[src/sv/fpfa_pkg.sv]
// Shared types and constants for the fixed-partition fit allocator.
package fpfa_pkg;

  localparam int MAX_BLOCKS = 16;
  localparam int SIZE_BITS  = 16;
  localparam int IDX_W      = $clog2(MAX_BLOCKS);
  localparam int CNT_W      = $clog2(MAX_BLOCKS + 1);
  localparam int PADDR_W    = 3;
  localparam int PDATA_W    = 32;

  localparam logic [1:0] MODE_LOAD  = 2'd0;
  localparam logic [1:0] MODE_ALLOC = 2'd1;
  localparam logic [1:0] MODE_CLEAR = 2'd2;

  localparam logic [1:0] POL_FIRST = 2'd0;
  localparam logic [1:0] POL_BEST  = 2'd1;
  localparam logic [1:0] POL_WORST = 2'd2;

  localparam logic REG_FIT_POLICY  = 1'b0;
  localparam logic REG_BLOCK_COUNT = 1'b1;

  typedef enum logic [1:0] {
    ST_IDLE,
    ST_SCAN,
    ST_RESULT
  } state_t;

  typedef struct packed {
    logic [1:0]           mode;
    logic [3:0]           block_index;
    logic [SIZE_BITS-1:0] size_value;
  } item_t;

  typedef struct packed {
    logic                 granted;
    logic [3:0]           chosen_block;
    logic [SIZE_BITS-1:0] leftover_space;
  } result_t;

endpackage

[src/sv/fixed_partition_fit_allocator_core.sv]
// Top level of the fixed-partition fit allocator: register port, scan sequencer, result register.

// The block keeps up to sixteen partitions, each with a size and a busy flag, and takes one item
// at a time. A load, a clear or an unused mode passes through the result step before its
// all-zero result beat is in the result register. An allocation request takes the item, then
// the single size comparator examines at most limit partitions one at a time, where limit is
// block_count clamped to sixteen, then a closing step, and last the result is formed and
// the winner marked busy. First fit stops at the first free partition large enough. A new item is
// taken as soon as the previous one sits in the result register, even if that beat is stalled.
// Sizes of partitions that were never loaded are unknown, so a request must not reach them.
module fixed_partition_fit_allocator_core import fpfa_pkg::*; (
  input  logic               clk,
  input  logic               rst,
  input  logic               psel,
  input  logic               penable,
  input  logic               pwrite,
  input  logic [PADDR_W-1:0] paddr,
  input  logic [PDATA_W-1:0] pwdata,
  output logic [PDATA_W-1:0] prdata,
  output logic               pready,
  input  logic               item_valid,
  output logic               item_stall,
  input  item_t              item,
  output logic               result_valid,
  input  logic               result_stall,
  output result_t            result
);

  logic [1:0]           fit_policy;
  logic [4:0]           block_count;

  state_t               state;
  state_t               state_next;

  logic [SIZE_BITS-1:0] part_size [MAX_BLOCKS];
  logic [MAX_BLOCKS-1:0] busy;

  logic [CNT_W-1:0]     scan_cnt;
  logic [CNT_W-1:0]     scan_lim;
  logic [SIZE_BITS-1:0] req_size;
  logic                 found;
  logic [IDX_W-1:0]     pick;
  logic [SIZE_BITS-1:0] pick_size;

  logic                 cfg_wr;
  logic                 item_acc;
  logic                 scan_done;
  logic [IDX_W-1:0]     scan_idx;
  logic [SIZE_BITS-1:0] cur_size;
  logic                 fits;
  logic                 better;
  logic                 take;
  logic                 first_mode;
  logic                 res_load;
  logic [CNT_W-1:0]     lim_next;

  // Configuration port.
  assign pready = 1'b1;
  assign cfg_wr = psel && penable && pwrite && pready;

  always_ff @(posedge clk) begin
    if (rst) begin
      fit_policy  <= POL_FIRST;
      block_count <= '0;
    end else if (cfg_wr) begin
      unique case (paddr[2])
        REG_FIT_POLICY:  fit_policy  <= pwdata[1:0];
        REG_BLOCK_COUNT: block_count <= pwdata[4:0];
        default: ;
      endcase
    end
  end

  always_comb begin
    prdata = '0;
    unique case (paddr[2])
      REG_FIT_POLICY:  prdata = {{(PDATA_W-2){1'b0}}, fit_policy};
      REG_BLOCK_COUNT: prdata = {{(PDATA_W-5){1'b0}}, block_count};
      default: prdata = '0;
    endcase
  end

  // Item handshake.
  assign item_stall = (state != ST_IDLE);
  assign item_acc   = item_valid && !item_stall;

  assign lim_next = (block_count > CNT_W'(MAX_BLOCKS)) ? CNT_W'(MAX_BLOCKS)
                                                        : CNT_W'(block_count);

  // Shared compare unit: one partition per cycle against the request and the current pick.
  assign scan_done  = (scan_cnt == scan_lim);
  assign scan_idx   = scan_cnt[IDX_W-1:0];
  assign cur_size   = part_size[scan_idx];
  assign fits       = !busy[scan_idx] && (cur_size >= req_size);
  assign first_mode = (fit_policy != POL_BEST) && (fit_policy != POL_WORST);
  assign better     = (fit_policy == POL_BEST) ? (cur_size <= pick_size)
                                               : (cur_size >= pick_size);
  assign take       = fits && (first_mode || !found || better);

  assign res_load = !result_valid || !result_stall;

  always_comb begin
    state_next = state;
    unique case (state)
      ST_IDLE: begin
        if (item_acc) begin
          state_next = (item.mode == MODE_ALLOC) ? ST_SCAN : ST_RESULT;
        end
      end
      ST_SCAN: begin
        if (scan_done || (take && first_mode)) begin
          state_next = ST_RESULT;
        end
      end
      ST_RESULT: begin
        if (res_load) begin
          state_next = ST_IDLE;
        end
      end
      default: state_next = ST_IDLE;
    endcase
  end

  always_ff @(posedge clk) begin
    if (rst) begin
      state <= ST_IDLE;
    end else begin
      state <= state_next;
    end
  end

  // Partition table and scan registers.
  always_ff @(posedge clk) begin
    if (rst) begin
      busy  <= '0;
      found <= 1'b0;
    end else begin
      unique case (state)
        ST_IDLE: begin
          if (item_acc) begin
            found <= 1'b0;
            if (item.mode == MODE_LOAD) begin
              busy[item.block_index[IDX_W-1:0]] <= 1'b0;
            end else if (item.mode == MODE_CLEAR) begin
              busy <= '0;
            end
          end
        end
        ST_SCAN: begin
          if (!scan_done && take) begin
            found <= 1'b1;
          end
        end
        ST_RESULT: begin
          if (res_load && found) begin
            busy[pick] <= 1'b1;
          end
        end
        default: ;
      endcase
    end
  end

  always_ff @(posedge clk) begin
    if (state == ST_IDLE && item_acc) begin
      scan_cnt <= '0;
      scan_lim <= lim_next;
      req_size <= item.size_value;
      if (item.mode == MODE_LOAD) begin
        part_size[item.block_index[IDX_W-1:0]] <= item.size_value;
      end
    end else if (state == ST_SCAN && !scan_done) begin
      scan_cnt <= scan_cnt + CNT_W'(1);
      if (take) begin
        pick      <= scan_idx;
        pick_size <= cur_size;
      end
    end
  end

  // Result register.
  always_ff @(posedge clk) begin
    if (rst) begin
      result_valid <= 1'b0;
    end else if (state == ST_RESULT && res_load) begin
      result_valid <= 1'b1;
    end else if (!result_stall) begin
      result_valid <= 1'b0;
    end
  end

  always_ff @(posedge clk) begin
    if (state == ST_RESULT && res_load) begin
      result.granted <= found;
      if (found) begin
        result.chosen_block   <= 4'(pick);
        result.leftover_space <= pick_size - req_size;
      end else begin
        result.chosen_block   <= '0;
        result.leftover_space <= '0;
      end
    end
  end

  a_scan_bound: assert property (@(posedge clk) disable iff (rst)
    state == ST_SCAN |-> scan_cnt <= scan_lim)
    else $error("scan counter ran past the partition limit");

  a_pick_in_range: assert property (@(posedge clk) disable iff (rst)
    (state == ST_RESULT && found) |-> ({1'b0, pick} < scan_lim))
    else $error("picked partition lies beyond the limit");

  a_pick_fits: assert property (@(posedge clk) disable iff (rst)
    found |-> pick_size >= req_size)
    else $error("picked partition is smaller than the request");

  a_grant_marks_busy: assert property (@(posedge clk) disable iff (rst)
    (state == ST_RESULT && res_load && found) |=> busy[$past(pick)])
    else $error("granted partition was not marked busy");

  a_result_frees_seq: assert property (@(posedge clk) disable iff (rst)
    (state == ST_RESULT && res_load) |=> (state == ST_IDLE && result_valid))
    else $error("result beat not loaded on leaving the result step");

endmodule
[config.mk]
export PLATFORM = sky130hd
export DESIGN_NAME = fixed_partition_fit_allocator_core
export DESIGN_NICKNAME = d
export VERILOG_FILES = /design/src/sv/fpfa_pkg.sv /design/src/sv/fixed_partition_fit_allocator_core.sv
export SDC_FILE = /design/constraint.sdc
export NUM_CORES = 1
export LEC_CHECK = 0
export BUFFER_PORTS_ARGS = -buffer_cell sky130_fd_sc_hd__buf_2
export CAP_MARGIN = 20
export CELL_PAD_IN_SITES_DETAIL_PLACEMENT = 0
export CELL_PAD_IN_SITES_GLOBAL_PLACEMENT = 2
export CORE_MARGIN = 2
export CORE_UTILIZATION = 40
export CTS_CLUSTER_SIZE = 40
export DETAILED_ROUTE_END_ITERATION = 7
export PLACE_DENSITY_LB_ADDON = 0.12
export SETUP_SLACK_MARGIN = 0.5
export SLEW_MARGIN = 20
export SYNTH_ARGS = -nofsm -noshare
export SYNTH_HDL_FRONTEND = slang
export SYNTH_SLANG_ARGS = --single-unit
[constraint.sdc]
create_clock -name clk -period 5.3 [get_ports clk]
set_input_delay 0.265 -clock clk [delete_from_list [all_inputs] [get_ports clk]]
set_output_delay 0.265 -clock clk [all_outputs]
set_load 0.05 [all_outputs]
==> results_dict.tcl, run 1 <==
set metrics [dict create \
    row_count 71 \
    yosysSeqAreaShare_pct 67.23 \
    synth.distinct_cells 66 \
    cp_num_buf_inv 2 \
    yosysTopAreaCell "edfxtp_1" \
    cp_top_family "multiplexers" \
    cp_slowest_stage_delay_ps 620 \
    hold_path_class "primary input to register" \
    start_util_pct 40.56 \
    relSlewSlack_pct 49.68 \
    worst_slack_ps 997.7 \
    post-route-min-period_ps 4302 \
    postCtsSetupRepairBufs 0 \
    htree_levels 2 \
    peakVddDrop_mv 0.2445 \
    antenna_found_initial 1 \
    crit_slowest_cell "dfxtp_4" \
    final_layout_size_suffix_gt1_share_pct 24.54 \
    worst_pin_slew_ps 754.1 \
    criticalPathCategory "register to register" \
    num-nets-final 1130 \
    synth_area_leaders "edfxtp_1 (63%), mux4_2 (12%), dfxtp_1 (4.7%), ha_1 (4.0%), nor2_1 (1.7%)" \
    post_cts_resized 0 \
    worst_skew_pair.late_latency_ps 570 \
    grt_setup_unrepaired "no" \
    async_reset_ff_share_pct 0 \
    postCtsHoldBufs 5 \
    tns_ps 0 \
    worst_ep_arrival_time_ps 4560 \
    postSynthAreaPerCell_um2 16.60 \
    die_w_um 199.4 \
    syn2layout_area_growth_pct 15.08 \
    drc 0 \
    status "completed" \
    first_global_vias 8075 \
    max_freq_ghz 0.2324 \
    port_buffers 62 \
    hpwlAfterDp_um 22150 \
    finalHoldViolations 0 \
    dp_slack_ps 977.1 \
    grt-ovfl-total 0 \
    synthCells 920 \
    gp_congestion 0.7652 \
    synth-seq-cells 354 \
    layout.cells.non_filler 1554 \
    io_pins 120 \
    filler_cell_count 3324 \
    drtIter0Drc 435 \
    finalSetupViolations 0 \
    final_cell_area_um2 17580 \
    cts_made_buffers 39 \
    clkTransAtPathRegs_ps 60 \
    dieHeight_um 199.4 \
    root_buffer "clkbuf_16" \
    dp.cells 1481 \
    netlist_area_um2 15280 \
    cts_tree "built" \
    dominantRegCellSynth "edfxtp_1" \
    crit_path_end_kind "register" \
    grt_first_pass_wirelength_um 51890 \
    clk_path_buf_depth 3 \
    grt_max_degree 34 \
    core_area_um2 37670 \
    cellLeakagePower_nw 6.060 \
    first_pass_iters 6 \
    synth_top_area_share_pct 62.51 \
    dr_total_vias 7962 \
    clock-sinks 354 \
    critPathLaunchType "register" \
    slew_violations 0 \
    synth-edff-count 318 \
    finClkSkew_ps 18.04 \
    seqCellArea_um2 10270 \
    grt_usage_pct 18.10 \
    place_area_um2 16260 \
    viasPerCell 5.124 \
    worstPathRequired_ps 5560 \
    multi_input_area_um2 4613 \
    power_density_nw_per_um2 355.1 \
    maxCapViolCount 0 \
    diodes 0 \
    dieArea_um2 39770 \
    cp_max_fo 33 \
    wirelength_um 34770 \
    drtAntennaViolNets 0 \
    cp_cell_sequence "buf_12, mux4_2, mux4_2, ha_1, a2111oi_0, o21ai_1, o22ai_1, a21oi_1, nor3_2, buf_12" \
    yosysWarnings 0 \
    period_share_pct 81.18 \
    wl_per_cell_um 22.38 \
]
## kinds of logic (layout without fill, tap and decap cells)
logic type	Yosys count	in the layout	synth area share [%]
flip-flops	354	354	67.23
buffers and inverters	109	206	3.645
AND/OR/NAND/NOR	184	184	6.094
XOR/XNOR	15	15	0.8600
adder cells (fa/ha/maj)	50	50	4.145
AO/OA/AOI/OAI	109	109	4.652
other	2	28	0.04916
multiplexers	97	97	13.33
## worst register-to-register path: stages, from the launching register on
cell and delay (ps):
dfxtp_4 620, buf_12 330, mux4_2 590, mux4_2 550
ha_1 230, a2111oi_0 360, o21ai_1 130, o22ai_1 330
a21oi_1 170, nor3_2 470, buf_12 220
## path summary, 6_finish.rpt
check / start / slack, ps / depth (start not counted) / endpoint
worst max-delay path: register / 1000 / 10 / pick_size[6]
worst min-delay path: result_stall / 80 / 3 / result_valid
worst max register to register: register / 1000 / 10 / pick_size[6]
worst min register to register: busy[3] / 470 / 2 / busy[3]
## through the flow
stage | util, % | hold slack [ps] | total power, mW
finish | 46.67 | 83.57 | 6.243
global route | 46.67 | 81.43 | 6.468
CTS | 46.67 | 56.83 | 6.322
detailed placement | 43.16 | 466.5 | 3.612
global placement | 43.14 | 462.4 | 3.612
floorplan | - | 363.9 | 3.488
## flip-flops by register name, summed over array words and instances, names as in the netlist, named ones only
register,count
pick,4
result_valid,1
block_count,5
found,1
scan_lim,5
fit_policy,2
req_size,16
result,21
state,2
pick_size,16
busy,16
scan_cnt,5
part_size,256
## cells in the final DEF, fill, tap and decap left out, types with 9 or more instances in the layout
cell	count
buf_4	23
a22oi_1	11
edfxtp_1	318
xor2_1	10
mux2i_1	11
dfxtp_1	34
nand2b_1	12
clkbuf_16	40
a21oi_1	29
conb_1	28
nor2_2	12
nand2_1	28
clkinv_1	10
buf_2	62
ha_1	49
nor2_1	57
o21ai_0	26
nand4_1	9
mux4_2	82
nor2b_1	13
inv_1	43
## layer usage
metal / routed length, um / GRT usage [%]
met5: 13 / 0
met4: 546 / 5.158
met3: 1365 / 2.920
met2: 16770 / 29.54
met1: 16080 / 25.20
## cell type report
cell class / instances / area share [%]
flip-flops and latches: 354 / 58.45
multi-input cells: 483 / 26.24
clock buffers: 48 / 6.093
well taps: 511 / 3.637
repair buffers: 94 / 3.488
clock inverters: 20 / 1.153
inverters: 44 / 0.9395
## report_power, final
group / leakage (nW) / internal, mW / total (mW) / switching [mW]
registers: 3.18 / 3.08 / 3.10 / 0.0274
logic: 2.26 / 0.159 / 0.447 / 0.288
clock network: 0.619 / 1.59 / 2.69 / 1.10
total: 6.06 / 4.83 / 6.24 / 1.42
## cells in the mapped netlist (all sizes together), types with 2 or more instances
cell / instances
a211oi: 2
mux2i: 11
nor3b: 5
conb: 2
xor2: 10
a31oi: 6
nand4b: 2
inv: 43
o211ai: 2
edfxtp: 318
o21ai: 29
and3: 4
o21a: 7
and3b: 2
a22oi: 11
nand4: 9
nor2b: 13
dfxtp: 36
clkbuf: 23
buf: 42
mux4: 84
or2: 4
and4: 3
xnor2: 5
nand2: 28
nand2b: 12
mux2: 2
a311oi: 3
and2: 7
a21oi: 31
ha: 49
nor2: 69
nand3: 7
o22ai: 2
or3: 2
a21o: 4
nor3: 14
No activity file was read; power rests on OpenSTA's default activity.
==> run 2: changes to the inputs <==
- clock period: 5.3 -> 4.5 ns (I/O delays scaled with it)
==> run 2 against run 1 <==
Count of clock-buffer cells in the layout increased by 7. Design area increased by 0.67%. Sequential share of layout area decreased by 0.37 points. Setup slack got worse by 270 ps. Via count increased by 1.3%. Fmax increased by 14%. Clock skew decreased by 0.93 ps. Non-clock buffer count increased by 14.
==> results_dict.tcl, run 2 (synthesis results as in run 1) <==
set metrics [dict create \
    viasPerCell 5.142 \
    dr_total_vias 8068 \
    period_share_pct 83.73 \
    status "completed" \
    cp_max_fo 28 \
    finalSetupViolations 0 \
    power_mw 7.315 \
    clkTransAtPathRegs_ps 60 \
    io_pins 120 \
    criticalPathCategory "register to register" \
    dieArea_um2 39770 \
    top_usage_layer "met2" \
    worstPathRequired_ps 4790 \
    multi_input_area_um2 4618 \
    worst_pin_slew_ps 744.6 \
    cp_top_family "multiplexers" \
    cts_made_buffers 39 \
    worst_slack_ps 732.0 \
    hold-worst-slack_ps 61.64 \
    final_common_cell "edfxtp_1" \
    cp_num_buf_inv 2 \
    peakVddDrop_mv 0.3235 \
    dp.cells 1492 \
    power_density_nw_per_um2 413.3 \
    cp_cell_sequence "buf_12, mux4_2, mux4_2, ha_1, nand4_1, nor2_1, a311oi_1, nand2_1, a21oi_1, nor3_4, buf_12" \
    relSlewSlack_pct 50.31 \
    clk_path_buf_depth 3 \
    critPathLaunchType "register" \
    slew_violations 0 \
    antenna_found_initial 2 \
    port_buffers 62 \
    largest_reg_flops 256 \
    seqCellArea_um2 10280 \
    grtUsageMet1_pct 25.82 \
    core_area_um2 37670 \
    worst_skew_pair.late_latency_ps 540 \
    drtAntennaViolNets 0 \
    grt_setup_unrepaired "no" \
    use_met2_pct 29.68 \
    hold_path_class "primary input to register" \
    syn2layout_area_growth_pct 15.85 \
    gp_congestion 0.7692 \
    post-route-min-period_ps 3768 \
    wl_per_cell_um 22.46 \
    crit_path_end_kind "register" \
    diodes 0 \
    layout_common_cells "edfxtp_1 (318), mux4_2 (82), buf_2 (62)" \
    root_buffer "clkbuf_16" \
    gr-usage-met3_pct 2.920 \
    cellLeakagePower_nw 6.131 \
    finalHoldViolations 0 \
    finClkSkew_ps 17.11 \
    first_global_vias 8155 \
    grt_usage_pct 18.24 \
    drc 0 \
    clock-sinks 354 \
    die_w_um 199.4 \
    max_freq_ghz 0.2654 \
    filler_cell_count 3344 \
    grt-ovfl-total 0 \
    row_count 71 \
    layout.cells.non_filler 1569 \
    worst_ep_arrival_time_ps 4060 \
    dieHeight_um 199.4 \
    cts_tree "built" \
    start_util_pct 40.56 \
    crit_slowest_cell "mux4_2" \
    wirelength_um 35230 \
    final_layout_size_suffix_gt1_share_pct 25.43 \
    htree_levels 2 \
    hpwlAfterDp_um 22970 \
    first_pass_iters 4 \
    dp_slack_ps 534.6 \
    grt_max_degree 29 \
    grt_first_pass_wirelength_um 52580 \
    maxCapViolCount 0 \
    cp_slowest_stage_delay_ps 590 \
    drtIter0Drc 496 \
    tns_ps 0 \
    num-nets-final 1144 \
]
[run 2: what timing repair did]
action / CTS / global route
hold buffers: 5 / 0
hold endpoints to repair: 7 / 0
buffers inserted: 0 / 3
setup endpoints to repair: 0 / 20
resized for setup: 0 / 2
[run 2: final timing paths]
kind | from | to | slack [ps] | cells after the start
min reg2reg | busy[1] | busy[1] | 470 | 2
max reg2reg | register | pick_size[7] | 730 | 11
max | register | pick_size[7] | 730 | 11
min | result_stall | result_valid | 60 | 3
[run 2: metrics by stage]
stage / utilization, % / cell area [um^2]
floorplan: - / 15380
global placement: 43.41 / 16350
detailed placement: 43.41 / 16350
CTS: 46.87 / 17650
global route: 46.98 / 17700
finish: 46.98 / 17700
[run 2: area by class of cell]
cell class              instances  area share (%)
multi-input cells             483           26.10
repair buffers                108           4.200
clock buffers                  55           6.222
flip-flops and latches        354           58.07
clock inverters                14          0.8626
well taps                     511           3.613
inverters                      44          0.9333
[run 2: power by group]
part	internal (mW)	switching, mW	total, mW
Sequential	3.62	0.0256	3.65
Clock	1.83	1.29	3.12
Combinational	0.197	0.351	0.548
[run 2: metal layers]
layer	vias up	part of all wire (%)
met1	4093	47
met3	51	3.8
met4	4	1.8
li1	3755	-
met5	-	0.091
met2	165	48
[run 2: tightest hold or removal path, delay by kind of cell]
family                 cells  cell delay [ps]
buffers and inverters      1              110
AOI/OAI and AO/OA          1               80
and+or+nand+nor            1              120
==> run 3: changes to the inputs <==
- clock period: 4.5 -> 3.15 ns (I/O delays scaled with it)
==> run 3 against run 2 <==
The run now ends with setup timing left. Combinational power is 66% higher. Sequential share of layout area is 2.0 points lower. Wire length is 1.7% higher. Design area is 3.5% higher. Count of clock-buffer cells in the layout is 7 lower. Highest routed layer unchanged.
==> results_dict.tcl, run 3 (synthesis results as in run 1) <==
set metrics [dict create \
    final_layout_size_suffix_gt1_share_pct 29.84 \
    clock-sinks 354 \
    clk_path_buf_depth 3 \
    layout.cells.non_filler 1607 \
    num-nets-final 1185 \
    finalSetupViolations 23 \
    core_area_um2 37670 \
    grt_setup_unrepaired "yes" \
    final_common_cell "edfxtp_1" \
    htree_levels 2 \
    slew_violations 0 \
    clkTransAtPathRegs_ps 60 \
    grt_max_degree 29 \
    wirelength_um 35840 \
    hold-worst-slack_ps 36.46 \
    relSlewSlack_pct 61.90 \
    post-route-min-period_ps 3628 \
    multi_input_area_um2 4883 \
    peakVddDrop_mv 0.4615 \
    p_clk_share_pct 40.0 \
    dieHeight_um 199.4 \
    power_density_nw_per_um2 556.6 \
    power_switching_share_pct 23.55 \
    p_sw_mw 2.402 \
    hpwlAfterDp_um 23210 \
    crit_path_end_kind "register" \
    cts_made_buffers 38 \
    worst_pin_slew_ps 570.3 \
    largest_reg_flops 256 \
    internal_power_mw 7.795 \
    worst_ep_arrival_time_ps 3890 \
    cp_max_fo 8 \
    hold_path_class "primary input to register" \
    grt-ovfl-total 0 \
    finalHoldViolations 0 \
    antenna_found_initial 3 \
    drtIter0Drc 546 \
    period_share_pct 115.2 \
    port_buffers 62 \
    failed_checks "setup timing" \
    viasPerCell 5.123 \
    cellLeakagePower_nw 6.315 \
    wl_per_cell_um 22.30 \
    dp.cells 1510 \
    drtAntennaViolNets 0 \
    gp_congestion 0.7615 \
    final_util_pct 48.64 \
    start_util_pct 40.56 \
    dieArea_um2 39770 \
    first_global_vias 8249 \
    grt_first_pass_wirelength_um 53170 \
    finClkSkew_ps 25.23 \
    cts_tree "built" \
    worst_skew_pair.late_latency_ps 560 \
    layout_common_cells "edfxtp_1 (318), mux4_2 (82), buf_2 (62)" \
    max_freq_ghz 0.2757 \
    filler_cell_count 3295 \
    first_pass_iters 4 \
    seqCellArea_um2 10270 \
    row_count 71 \
    dr_total_vias 8232 \
    p_seq_share_pct 51.1 \
    grt_usage_pct 18.59 \
    worstPathRequired_ps 3410 \
    power_mw 10.20 \
    syn2layout_area_growth_pct 19.94 \
    drc 0 \
    die_w_um 199.4 \
    comb_power_share_pct 8.9 \
    maxCapViolCount 0 \
    worst_slack_ps -477.6 \
    criticalPathCategory "register to register" \
    io_pins 120 \
    critPathLaunchType "register" \
    root_buffer "clkbuf_16" \
    diodes 0 \
    status "finished, violations left" \
]
## run 3: changes by cell type in the layout (fill, tap and decap cells not counted), moves of 3 or more
cell           change
dlygate4sd3_1     +16
buf_16             +4
clkbuf_8           -4
a21oi_2            +4
ha_1              -16
clkinv_2           +5
buf_6              +6
clkinv_4           +3
clkinv_1           -4
buf_4             +14
ha_4              +15
a21oi_1            -4
## run 3: cell type report
cell class,count,area share [%]
Inverter,44,0.9015
Multi-Input combinational cell,483,26.65
Timing Repair Buffer,150,6.693
Tap cell,511,3.490
Clock inverter,17,0.7854
Clock buffer,48,5.395
Sequential cell,354,56.08
## run 3: per-stage QoR
step	setup WS [ps]	setup TNS (ps)	cell area (um^2)
after detailed placement	-510.7	-10770	16590
after global routing	-582.1	-12590	18320
after global placement	-486.8	-10550	16590
after CTS	-480.2	-10410	18210
after floorplan	-420.3	-8410	15600
final	-477.6	-10200	18320
## run 3: repair_timing
action | 4_1_cts | 5_1_grt
hold buffers | 21 | 0
gates cloned | 5 | 0
setup buffers | 5 | 1
pin swaps | 1 | 3
hold endpoints to repair | 253 | 0
endpoints found under the setup margin | 23 | 26
gates resized for setup | 22 | 15
## run 3: worst paths after layout
| kind | startpoint | endpoint | slack, ps | cells past startpoint |
|---|---|---|---|---|
| worst max-delay path | register | pick_size[15] | -480 | 13 |
| worst min-delay path | item[12] | req_size[12] | 40 | 1 |
| worst max register to register | register | pick_size[15] | -480 | 13 |
| worst min register to register | busy[1] | busy[1] | 470 | 2 |
## run 3: power groups by stage
stage,Clock [mW],Combinational [mW],Sequential (mW)
2_1_floorplan,0,0.567,5.34
3_3_place_gp,0,0.813,5.31
3_5_place_dp,0,0.813,5.31
4_1_cts,4.19,0.902,5.21
5_1_grt,4.36,0.994,5.21
6_report,4.08,0.908,5.21
## run 3: critical path, stage by stage, from the launching register on
cell	delay, ps
dfxtp_4	410
buf_6	130
buf_12	130
mux4_2	520
mux4_2	610
ha_4	320
nand4_1	160
buf_4	180
nor2b_1	100
a211o_1	190
nand3_2	100
nor3_4	220
buf_6	130
buf_6	130
## run 3: routing by layer
| layer | track usage [%] | vias to the layer above | wire length, um |
|---|---|---|---|
| met5 | 0 | - | 11 |
| met4 | 4.938 | 2 | 646 |
| met3 | 2.667 | 48 | 1238 |
| met2 | 30.00 | 155 | 17090 |
| met1 | 26.55 | 4191 | 16860 |
| li1 | - | 3836 | - |
